[src/design/bsa_pkg.sv]
// Package for the bitmap slot allocator: sizes, codes and beat types.
// Depends on: nothing.
package bsa_pkg;

  localparam int TOTAL_SLOTS = 1024;
  localparam int MAX_BATCH = 16;
  localparam int WORD_W    = 64;
  localparam int BIT_W     = 6;
  localparam int NWORDS    = (TOTAL_SLOTS + WORD_W - 1) / WORD_W;
  localparam int WIDX_W    = (NWORDS > 1) ? $clog2(NWORDS) : 1;
  localparam int WCNT_W    = $clog2(NWORDS + 1);
  localparam int BUF_W     = (MAX_BATCH > 1) ? $clog2(MAX_BATCH) : 1;
  localparam int FOUND_W   = $clog2(MAX_BATCH + 1);
  localparam int SLOT_W    = WIDX_W + BIT_W;

  // Action codes
  localparam logic [3:0] ACT_ALLOC   = 4'd0;
  localparam logic [3:0] ACT_FREE    = 4'd1;
  localparam logic [3:0] ACT_RESET   = 4'd2;
  localparam logic [3:0] ACT_LOWEST  = 4'd3;
  localparam logic [3:0] ACT_HIGHEST = 4'd4;
  localparam logic [3:0] ACT_TEST    = 4'd5;
  localparam logic [3:0] ACT_SET     = 4'd6;
  localparam logic [3:0] ACT_CLEAR   = 4'd7;
  localparam logic [3:0] ACT_RANGE   = 4'd8;

  // Status codes
  localparam logic [1:0] ST_OK     = 2'd0;
  localparam logic [1:0] ST_NONE   = 2'd1;
  localparam logic [1:0] ST_DOUBLE = 2'd2;
  localparam logic [1:0] ST_RANGE  = 2'd3;

  typedef struct packed {
    logic [3:0]  action;
    logic [9:0]  slot;
    logic [4:0]  count;
    logic [10:0] limit;
    logic [3:0]  rng_first;
    logic [4:0]  rng_words;
  } bsa_req_t;

  typedef struct packed {
    logic [1:0]  status;
    logic [9:0]  slot_out;
    logic        flag;
    logic [10:0] free_slots;
    logic        last;
  } bsa_rsp_t;

  // Bitmap write and re-init control
  typedef struct packed {
    logic              init;
    logic [10:0]       act;
    logic              wr_en;
    logic [WIDX_W-1:0] wr_idx;
    logic [WORD_W-1:0] wr_data;
  } bsa_map_ctl_t;

endpackage

[src/design/bsa_bitscan.sv]
// Shared bit scan unit: lowest and highest set bit of one bitmap word.
// Depends on: bsa_pkg.
module bsa_bitscan
  import bsa_pkg::*;
(
  input  logic [WORD_W-1:0] word_i,
  output logic [BIT_W-1:0]  lo_o,
  output logic [BIT_W-1:0]  hi_o,
  output logic              nz_o
);

  // Priority encoders in both directions
  always_comb begin
    lo_o = '0;
    hi_o = '0;
    for (int i = WORD_W - 1; i >= 0; i--) begin
      if (word_i[i]) lo_o = BIT_W'(i);
    end
    for (int i = 0; i < WORD_W; i++) begin
      if (word_i[i]) hi_o = BIT_W'(i);
    end
  end

  assign nz_o = |word_i;

endmodule

[src/design/bsa_map.sv]
// Used-slot bitmap: word registers with one read and one write port and re-init.
// Depends on: bsa_pkg.
module bsa_map
  import bsa_pkg::*;
(
  input  logic              clk_i,
  input  logic              rst_ni,
  input  bsa_map_ctl_t      ctl_i,
  input  logic [WIDX_W-1:0] rd_idx_i,
  output logic [WORD_W-1:0] rd_data_o
);

  logic [WORD_W-1:0] words_q [NWORDS];

  // Initial word: slots at or above act are marked used
  function automatic logic [WORD_W-1:0] init_word(input int w, input int act);
    int lo;
    int sh;
    lo = w * WORD_W;
    sh = act - lo;
    if (act >= lo + WORD_W) return '0;
    else if (act <= lo) return '1;
    else return {WORD_W{1'b1}} << sh[BIT_W-1:0];
  endfunction

  always_ff @(posedge clk_i or negedge rst_ni) begin
    if (!rst_ni) begin
      for (int w = 0; w < NWORDS; w++) words_q[w] <= init_word(w, TOTAL_SLOTS);
    end else if (ctl_i.init) begin
      for (int w = 0; w < NWORDS; w++) words_q[w] <= init_word(w, int'(ctl_i.act));
    end else if (ctl_i.wr_en) begin
      words_q[ctl_i.wr_idx] <= ctl_i.wr_data;
    end
  end

  assign rd_data_o = words_q[rd_idx_i];

endmodule

[src/design/bitmap_slot_allocator_unit.sv]
// Bitmap slot allocator top level: sequencer, hint, free count and result register.
// Depends on: bsa_pkg, bsa_map, bsa_bitscan.
//
// Usage:
//   An item is taken when start is high and busy is low; its fields come on req_i.
//   Results appear on rsp_o, each marked by done_o high for one cycle; rsp_o.last
//   marks the final beat of an item. The receiver cannot stall; results simply go.
//   cfg_we_i writes the active slot count from cfg_wdata_i; the user must write it
//   only while the block is idle, as the block itself does not enforce this.
// Throughput:
//   Free, reset, test, set, clear, unknown actions, trivial allocs and failed or
//   empty range items give their result the cycle after the item is taken, and
//   busy stays low: one per cycle. Lowest, highest and range queries read one
//   bitmap word per cycle. Allocation visits words in turn in a load step, claims
//   their free bits one at a time, then commits each word. The first pass runs
//   from the hint to the limit word, the wrap pass from word 0 up to the lower
//   of the two, and the item ends with one slot per beat. The single map read
//   port and the shared bit scan unit make the scans read words one at a time.
// Reset:
//   rst_ni clears the bitmap (slots at or above TOTAL_SLOTS used), the hint and
//   sets the free count and the active slot count to TOTAL_SLOTS.
module bitmap_slot_allocator_unit
  import bsa_pkg::*;
(
  input  logic        clk_i,
  input  logic        rst_ni,
  input  logic        start,
  output logic        busy,
  input  bsa_req_t    req_i,
  output logic        done_o,
  output bsa_rsp_t    rsp_o,
  input  logic        cfg_we_i,
  input  logic [10:0] cfg_wdata_i
);

  typedef enum logic [2:0] {
    S_IDLE, S_ALOAD, S_ACLAIM, S_EMIT, S_LOWEST, S_HIGHEST, S_RANGE
  } state_e;

  state_e              state_q, state_d;
  bsa_req_t            req_q, req_d;
  logic [10:0]         cfg_q;
  logic [WCNT_W-1:0]   w_q, w_d, stop_q, stop_d, lw_q, lw_d, hint_q, hint_d;
  logic [BIT_W-1:0]    tail_q, tail_d;
  logic [FOUND_W-1:0]  cnt_q, cnt_d, found_q, found_d;
  logic                pass_q, pass_d, empty_q, empty_d;
  logic [WORD_W-1:0]   fr_q, fr_d, claimed_q, claimed_d;
  logic [10:0]         free_q, free_d;
  logic [SLOT_W-1:0]   buf_q [MAX_BATCH];
  logic                buf_we;
  logic [SLOT_W-1:0]   buf_wdata;
  logic [BUF_W-1:0]    emit_q, emit_d;
  logic                done_q, done_d;
  bsa_rsp_t            rsp_q, rsp_d;

  logic [10:0]         act;
  logic [WCNT_W-1:0]   aw;
  logic [11:0]         aw_sum;
  bsa_map_ctl_t        map_ctl;
  logic [WIDX_W-1:0]   rd_idx;
  logic [WORD_W-1:0]   rd_data;
  logic [WORD_W-1:0]   scan_word;
  logic [BIT_W-1:0]    scan_lo, scan_hi;
  logic                scan_nz;
  logic [WORD_W-1:0]   tmask;
  logic [WORD_W-1:0]   hmask;
  logic                accept;

  // Effective active slot count
  always_comb begin
    if (cfg_q == '0) act = 11'd1;
    else if (cfg_q > 11'(TOTAL_SLOTS)) act = 11'(TOTAL_SLOTS);
    else act = cfg_q;
  end
  assign aw_sum = {1'b0, act} + 12'd63;
  assign aw     = aw_sum[BIT_W +: WCNT_W];

  assign accept = start && !busy;
  assign busy   = (state_q != S_IDLE);

  // Map read address: item slot when idle, scan word otherwise
  assign rd_idx = (state_q == S_IDLE) ? req_i.slot[SLOT_W-1:BIT_W] : w_q[WIDX_W-1:0];

  // Tail masks for the limit word and the last active word
  assign tmask = ((w_q == lw_q - WCNT_W'(1)) && (tail_q != '0)) ?
                 ~(({{(WORD_W-1){1'b0}}, 1'b1} << tail_q) - WORD_W'(1)) : '0;
  assign hmask = ((w_q == aw - WCNT_W'(1)) && (act[BIT_W-1:0] != '0)) ?
                 (({{(WORD_W-1){1'b0}}, 1'b1} << act[BIT_W-1:0]) - WORD_W'(1)) : '1;

  always_comb begin
    case (state_q)
      S_ACLAIM:  scan_word = fr_q;
      S_HIGHEST: scan_word = rd_data & hmask;
      default:   scan_word = rd_data;
    endcase
  end

  bsa_map u_map (
    .clk_i     (clk_i),
    .rst_ni    (rst_ni),
    .ctl_i     (map_ctl),
    .rd_idx_i  (rd_idx),
    .rd_data_o (rd_data)
  );

  bsa_bitscan u_scan (
    .word_i (scan_word),
    .lo_o   (scan_lo),
    .hi_o   (scan_hi),
    .nz_o   (scan_nz)
  );

  // Sequencer
  always_comb begin
    logic [10:0]         ls;
    logic [11:0]         lw_sum;
    logic [WORD_W-1:0]   bmask;
    logic [WORD_W-1:0]   newword;
    logic [SLOT_W-1:0]   s;
    logic [FOUND_W-1:0]  cnt_sat;
    logic [WCNT_W-1:0]   lw_new;
    logic [WCNT_W:0]     rend;
    logic [10:0]         ft_dec;

    state_d   = state_q;
    req_d     = req_q;
    w_d       = w_q;
    stop_d    = stop_q;
    lw_d      = lw_q;
    hint_d    = hint_q;
    tail_d    = tail_q;
    cnt_d     = cnt_q;
    found_d   = found_q;
    pass_d    = pass_q;
    empty_d   = empty_q;
    fr_d      = fr_q;
    claimed_d = claimed_q;
    free_d    = free_q;
    emit_d    = emit_q;
    done_d    = 1'b0;
    rsp_d     = rsp_q;
    buf_we    = 1'b0;
    buf_wdata = {w_q[WIDX_W-1:0], scan_lo};
    map_ctl   = '0;
    map_ctl.act    = act;
    map_ctl.wr_idx = rd_idx;

    ls      = (req_q.limit < act) ? req_q.limit : act;
    bmask   = {{(WORD_W-1){1'b0}}, 1'b1} << req_i.slot[BIT_W-1:0];
    newword = rd_data | claimed_q;
    s       = {w_q[WIDX_W-1:0], scan_lo};
    cnt_sat = '0;
    lw_new  = '0;
    lw_sum  = '0;
    rend    = '0;
    ft_dec  = (free_q != '0) ? free_q - 11'd1 : '0;

    case (state_q)
      S_IDLE: begin
        if (accept) begin
          req_d = req_i;
          rsp_d = '{status: ST_OK, slot_out: '0, flag: 1'b0, free_slots: free_q, last: 1'b1};
          case (req_i.action)
            ACT_ALLOC: begin
              ls      = (req_i.limit < act) ? req_i.limit : act;
              cnt_sat = (req_i.count > 5'(MAX_BATCH)) ? FOUND_W'(MAX_BATCH)
                                                      : FOUND_W'(req_i.count);
              lw_sum  = {1'b0, ls} + 12'd63;
              lw_new  = lw_sum[BIT_W +: WCNT_W];
              if (cnt_sat == '0 || ls == '0) begin
                rsp_d.status = ST_NONE;
                done_d       = 1'b1;
              end else begin
                cnt_d   = cnt_sat;
                lw_d    = lw_new;
                tail_d  = ls[BIT_W-1:0];
                pass_d  = 1'b0;
                w_d     = hint_q;
                stop_d  = lw_new;
                found_d = '0;
                state_d = S_ALOAD;
              end
            end
            ACT_FREE: begin
              done_d = 1'b1;
              if ({1'b0, req_i.slot} >= act) begin
                rsp_d.status = ST_RANGE;
              end else if ((rd_data & bmask) == '0) begin
                rsp_d.status = ST_DOUBLE;
              end else begin
                map_ctl.wr_en   = 1'b1;
                map_ctl.wr_data = rd_data & ~bmask;
                free_d = (free_q != 11'h7FF) ? free_q + 11'd1 : free_q;
                rsp_d.free_slots = free_d;
              end
            end
            ACT_RESET: begin
              done_d           = 1'b1;
              map_ctl.init     = 1'b1;
              hint_d           = '0;
              free_d           = act;
              rsp_d.free_slots = act;
            end
            ACT_LOWEST: begin
              w_d     = '0;
              state_d = S_LOWEST;
            end
            ACT_HIGHEST: begin
              w_d     = aw - WCNT_W'(1);
              state_d = S_HIGHEST;
            end
            ACT_TEST, ACT_SET, ACT_CLEAR: begin
              done_d = 1'b1;
              if ({1'b0, req_i.slot} >= 11'(TOTAL_SLOTS)) begin
                rsp_d.status = ST_RANGE;
              end else if (req_i.action == ACT_TEST) begin
                rsp_d.flag = ((rd_data & bmask) != '0);
              end else begin
                map_ctl.wr_en   = 1'b1;
                map_ctl.wr_data = (req_i.action == ACT_SET) ? (rd_data | bmask)
                                                            : (rd_data & ~bmask);
              end
            end
            ACT_RANGE: begin
              rend = (WCNT_W+1)'(req_i.rng_first) + (WCNT_W+1)'(req_i.rng_words);
              if (rend > (WCNT_W+1)'(NWORDS)) begin
                rsp_d.status = ST_RANGE;
                done_d       = 1'b1;
              end else if (req_i.rng_words == '0) begin
                rsp_d.flag = 1'b1;
                done_d     = 1'b1;
              end else begin
                w_d     = WCNT_W'(req_i.rng_first);
                stop_d  = rend[WCNT_W-1:0];
                empty_d = 1'b1;
                state_d = S_RANGE;
              end
            end
            default: begin
              rsp_d.status = ST_RANGE;
              done_d       = 1'b1;
            end
          endcase
        end
      end

      // Open the next word, move to the next pass or finish the item
      S_ALOAD: begin
        if (w_q >= stop_q) begin
          if (!pass_q) begin
            pass_d = 1'b1;
            w_d    = '0;
            stop_d = (hint_q < lw_q) ? hint_q : lw_q;
          end else if (found_q == '0) begin
            rsp_d = '{status: ST_NONE, slot_out: '0, flag: 1'b0, free_slots: free_q,
                      last: 1'b1};
            done_d  = 1'b1;
            state_d = S_IDLE;
          end else begin
            emit_d  = '0;
            state_d = S_EMIT;
          end
        end else begin
          fr_d      = ~(rd_data | tmask);
          claimed_d = '0;
          state_d   = S_ACLAIM;
        end
      end

      // Claim one free bit per cycle, then commit the word
      S_ACLAIM: begin
        if (scan_nz && (found_q < cnt_q)) begin
          buf_we    = 1'b1;
          claimed_d = claimed_q | ({{(WORD_W-1){1'b0}}, 1'b1} << scan_lo);
          fr_d      = fr_q & ~({{(WORD_W-1){1'b0}}, 1'b1} << scan_lo);
          found_d   = found_q + FOUND_W'(1);
        end else begin
          if (claimed_q != '0) begin
            map_ctl.wr_en   = 1'b1;
            map_ctl.wr_data = newword;
            if ((newword | tmask) == '1) hint_d = w_q + WCNT_W'(1);
          end
          if (found_q == cnt_q) begin
            emit_d  = '0;
            state_d = S_EMIT;
          end else begin
            w_d     = w_q + WCNT_W'(1);
            state_d = S_ALOAD;
          end
        end
      end

      // One allocated slot per beat
      S_EMIT: begin
        free_d = ft_dec;
        done_d = 1'b1;
        rsp_d  = '{status: ST_OK, slot_out: 10'(buf_q[emit_q]), flag: 1'b0,
                   free_slots: ft_dec,
                   last: (FOUND_W'(emit_q) + FOUND_W'(1) == found_q)};
        if (FOUND_W'(emit_q) + FOUND_W'(1) == found_q) state_d = S_IDLE;
        else emit_d = emit_q + BUF_W'(1);
      end

      S_LOWEST: begin
        if (scan_nz) begin
          done_d  = 1'b1;
          state_d = S_IDLE;
          if (11'(s) < act) rsp_d.slot_out = 10'(s);
          else rsp_d.status = ST_NONE;
        end else if (w_q == aw - WCNT_W'(1)) begin
          done_d       = 1'b1;
          state_d      = S_IDLE;
          rsp_d.status = ST_NONE;
        end else begin
          w_d = w_q + WCNT_W'(1);
        end
      end

      S_HIGHEST: begin
        if (scan_nz) begin
          done_d         = 1'b1;
          state_d        = S_IDLE;
          rsp_d.slot_out = 10'({w_q[WIDX_W-1:0], scan_hi});
        end else if (w_q == '0) begin
          done_d       = 1'b1;
          state_d      = S_IDLE;
          rsp_d.status = ST_NONE;
        end else begin
          w_d = w_q - WCNT_W'(1);
        end
      end

      S_RANGE: begin
        empty_d = empty_q && !scan_nz;
        if (w_q + WCNT_W'(1) == stop_q) begin
          done_d     = 1'b1;
          state_d    = S_IDLE;
          rsp_d.flag = empty_q && !scan_nz;
        end else begin
          w_d = w_q + WCNT_W'(1);
        end
      end

      default: state_d = S_IDLE;
    endcase
  end

  // State and registered outputs
  always_ff @(posedge clk_i or negedge rst_ni) begin
    if (!rst_ni) begin
      state_q   <= S_IDLE;
      cfg_q     <= 11'(TOTAL_SLOTS);
      hint_q    <= '0;
      free_q    <= 11'(TOTAL_SLOTS);
      done_q    <= 1'b0;
      req_q     <= '0;
      w_q       <= '0;
      stop_q    <= '0;
      lw_q      <= '0;
      tail_q    <= '0;
      cnt_q     <= '0;
      found_q   <= '0;
      pass_q    <= 1'b0;
      empty_q   <= 1'b0;
      fr_q      <= '0;
      claimed_q <= '0;
      emit_q    <= '0;
      rsp_q     <= '0;
    end else begin
      state_q   <= state_d;
      if (cfg_we_i) cfg_q <= cfg_wdata_i;
      hint_q    <= hint_d;
      free_q    <= free_d;
      done_q    <= done_d;
      req_q     <= req_d;
      w_q       <= w_d;
      stop_q    <= stop_d;
      lw_q      <= lw_d;
      tail_q    <= tail_d;
      cnt_q     <= cnt_d;
      found_q   <= found_d;
      pass_q    <= pass_d;
      empty_q   <= empty_d;
      fr_q      <= fr_d;
      claimed_q <= claimed_d;
      emit_q    <= emit_d;
      rsp_q     <= rsp_d;
    end
  end

  // Claimed slot buffer
  always_ff @(posedge clk_i) begin
    if (buf_we) buf_q[found_q[BUF_W-1:0]] <= buf_wdata;
  end

  assign done_o = done_q;
  assign rsp_o  = rsp_q;

endmodule

[config.mk]
export PLATFORM = sky130hd
export DESIGN_NAME = bitmap_slot_allocator_unit
export DESIGN_NICKNAME = d
export VERILOG_FILES = /design/src/design/bsa_pkg.sv /design/src/design/bsa_bitscan.sv /design/src/design/bsa_map.sv /design/src/design/bitmap_slot_allocator_unit.sv
export SDC_FILE = /design/constraint.sdc
export NUM_CORES = 2
export LEC_CHECK = 0
export BUFFER_PORTS_ARGS = -buffer_cell sky130_fd_sc_hd__buf_2
export CAP_MARGIN = 10
export CORE_UTILIZATION = 50
export CTS_BUF_LIST = sky130_fd_sc_hd__clkbuf_8
export DETAILED_ROUTE_END_ITERATION = 8
export PLACE_DENSITY = 0.65
export SLEW_MARGIN = 20
export SYNTH_ARGS = -nofsm -noshare
export SYNTH_HDL_FRONTEND = slang
export SYNTH_HIERARCHICAL = 1
export SYNTH_SLANG_ARGS = --single-unit
[constraint.sdc]
create_clock -name clk_i -period 13 [get_ports clk_i]
set_input_delay 0 -clock clk_i [delete_from_list [all_inputs] [get_ports clk_i]]
set_output_delay 0 -clock clk_i [all_outputs]
set_load 0.1 [all_outputs]
==> impl_metrics.csv <==
group,metric,value,unit
sta,timing_max_transition_violations_final,0,
place,routabilityCongestion,1.05,
sta,slew-limit-headroom,0.113,
sta,share_of_the_cycle_needed_by_the_critical_path_after_routing,0.829,
cts,tritoncts_num_sinks,1405,
power,ir_worst_vdd,0.231,mV
die,chipHeight,410,µm
die,coreArea,165000,µm²
power,power.share.switching,0.490,
synth,synth.avg_cell_area,9.44,µm²
power,cellLeakagePower,35.6,nW
sta,rsz0062_at_grt,"no",
grt,grt_first_pass_wirelength,563000,µm
cts,cts_tree,"yes",
finish,final_core_utilization,0.557,
die,placement_rows,149,
finish,layout.cells.most_common,"dfrtp_1",
grt,initial_antenna_violation_count,26,
synth,ys_seq_area_frac,0.432,
setup_path,critical-path-top-cell-by-count,"buf_4",
synth,synth.largest_area_cell,"dfrtp_1",
run_status,failed_checks,"DRC",
setup_path,worstPathMaxFanout,22,
routing,via_count,81169,
finish,layout_cells_sized_above_1,0.146,
power,power.density,277,nW/µm²
setup_path,worst_ep_arrival_time,11.67,ns
grt,global_route.overflow_total,0,
synth,synth_warnings,6,
cts,worst_setup_hold_path_clk_slew,0.07,ns
hold_path,timing.hold.worst.class,"input port to flop",
setup_path,rrSetupSlack,2.22,ns
sta,post-route-min-period,10.78,ns
die,io_pins,81,
setup_path,critPathMaxStageDelay,0.81,ns
setup_path,slowest_stage,"and2_1",
power,clock_power_share,0.167,
sta,timing.setup.tns,0,ns
synth,synth_enable_flop_cells,160,
synth,syn_nets,8930,
synth,mappedNetlistArea,83200,µm²
finish,area_growth,10.4,%
power,internal_power,13.0,mW
finish,layout.cells.most_common_list,"dfrtp_1, nand2_1, o21ai_0",
cts,h-tree-depth,4,
routing,drt_pass1_iterations,9,
synth,synth-seq-cells,1405,
power,comb_power_share,0.549,
synth,syn_inst,8814,
sta,final-hold-violation-count,0,
synth,synth.top_cell.area_share,0.374,
routing,wl,394000,µm
grt,first_global_vias,77279,
routing,route.detailed.drc,40,
sta,measured_slew_at_the_worst_slew_check_pin,1.33,ns
grt,grt_util_all_layers,0.462,
finish,finalNetCount,8680,
die,die_w,410,µm
synth,yosys_most_used_dff,"dfrtp_1",
cts,cts-root-buf,"clkbuf_8",
cts,cts.repair.resized,0,
sta,clock.fmax,0.0927,GHz
routing,routed_wire_length_per_instance,35.9,µm
power,power.switching,12.4,mW
routing,drt_iter0_drc,12341,
power,totalPowerFinal,25.4,mW
power,seqPwrFrac,0.284,
cts,post-cts-setup-buffer-count,0,
sta,setup_violations,0,
synth,netlist-cell-type-count,110,
setup_path,critical_path.endpoint_type,"flop",
die,effective_utilization_at_floorplan,0.504,
cts,cts_buffers,236,
die,floorplan.die_area,168000,µm²
setup_path,critical_path.startpoint_type,"flop",
cts,clock_latency,1.10,ns
cts,cts_max_path_buffers,3,
place,post-dp-hpwl,250000,µm
synth,synthArstFlopShare,0.886,
grt,grt_start_max_net_pins,185,
run,drv.max_cap_violation_count,0,
synth,netlist_top_cells_area,"dfrtp_1, mux4_2, edfxtp_1",
routing,viasPerCell,7.39,
sta,worst_hold_margin,0.114,ns
cts,cts_hold_buffers,127,
setup_path,worst-setup-path-type,"flop to flop",
place,portBuffers,80,
sta,clock_skew,0.0779,ns
run_status,run_status,"finished with violations",
routing,postRouteAntennaNets,0,
setup_path,cp.required,13.89,ns
[state kept, by name, summed over array words and instances, names as in the netlist, 6 cells and up]
| register | count |
|---|---|
| buf_q | 160 |
| rsp_o | 25 |
| claimed_q | 64 |
| u_map/words_q | 1024 |
| fr_q | 64 |
| cfg_q | 11 |
| free_q | 11 |
| tail_q | 6 |
[routing by layer]
layer	GRT usage	vias up	routed length, µm
li1	-	32711	-
met1	0.578	39941	139000
met2	0.656	6751	165000
met3	0.155	1742	52600
met4	0.358	24	36200
met5	0	-	183
[power by group through the flow]
stage / registers, mW / logic (mW) / clock network [mW]
floorplan: 7.08 / 8.00 / 0
global placement: 7.14 / 13.1 / 0
detailed placement: 7.21 / 13.2 / 0
CTS: 7.14 / 13.3 / 4.25
global route: 7.33 / 14.3 / 4.44
finish: 7.20 / 13.9 / 4.25
[final timing paths]
path | from | endpoint | cells after the start
max | cfg_q[1] | u_map/words_q[291] | 30
min | req_i[32] | u_map/words_q[286] | 6
max reg2reg | cfg_q[1] | u_map/words_q[291] | 30
min reg2reg | rsp_o[1] | rsp_o[1] | 2
max in group asynchronous | rst_ni | u_map/words_q[70] | 6
min in group asynchronous | rst_ni | state_q[2] | 4
[metrics by stage]
stage	setup slack, ns	std cells	cell area, µm²
final	2.22	10978	91800
after global routing	1.76	10958	91800
after CTS	2.57	10950	91700
after detailed placement	2.62	10386	85400
after global placement	2.75	10384	85300
after floorplan	5.05	8814	83200
[logic make-up (layout without fill, tap and decap cells)]
logic type                 after synthesis  after routing  share of synthesized area
DFF                                   1405           1405                      0.432
xor gates and xnor gates                55             55                    0.00596
other                                    0             26                          0
adders and majority gates               62             62                    0.00942
muxes                                  573            573                      0.125
and+or+nand+nor                       2575           2575                      0.139
buffers and inverters                 1053           1002                     0.0504
AOI/OAI and AO/OA                     3091           3091                      0.238
[critical path, delay by kind of cell (launching register included)]
kind                       cells  cell delay (ns)
DFF                            1             0.61
xor gates and xnor gates       1             0.18
and+or+nand+nor               15             6.74
AOI/OAI and AO/OA              6             0.92
muxes                          1             0.13
adders and majority gates      1             0.20
buffers and inverters          6             1.75
[cells in the mapped netlist (15+ instances only)]
library cell,number
nor3_1,111
ha_1,61
nand2b_1,103
and3_1,18
o221ai_1,182
o31ai_1,90
nor3b_1,16
buf_2,142
mux2_2,21
a211oi_1,68
a22o_1,25
dfrtp_1,1243
edfxtp_1,160
or2_2,16
buf_1,76
inv_1,87
a31oi_1,428
and2_1,29
a22oi_1,27
nor2b_1,101
nand3b_1,15
xnor2_1,30
o2111ai_1,170
a21o_1,21
a21oi_1,675
nand3_1,129
nand2_1,958
or3_1,19
a311oi_1,23
nor4_1,99
o21ai_0,855
o311ai_0,43
xor2_1,24
o21a_1,24
o21ai_1,22
mux4_2,371
o211ai_1,236
mux2i_1,178
clkbuf_1,732
o21bai_1,18
nand4_1,35
nor2_1,852
[cell type report]
class                   instances  area [µm²]
repair buffers                476        4080
fillers                     14656       73200
diodes                         26        65.1
clock buffers                 302        4160
well taps                    2189        2740
clock inverters               135         821
multi-input cells            6356       43700
flip-flops and latches       1405       36000
inverters                      89         343
No activity file was read; power rests on OpenSTA's default activity.
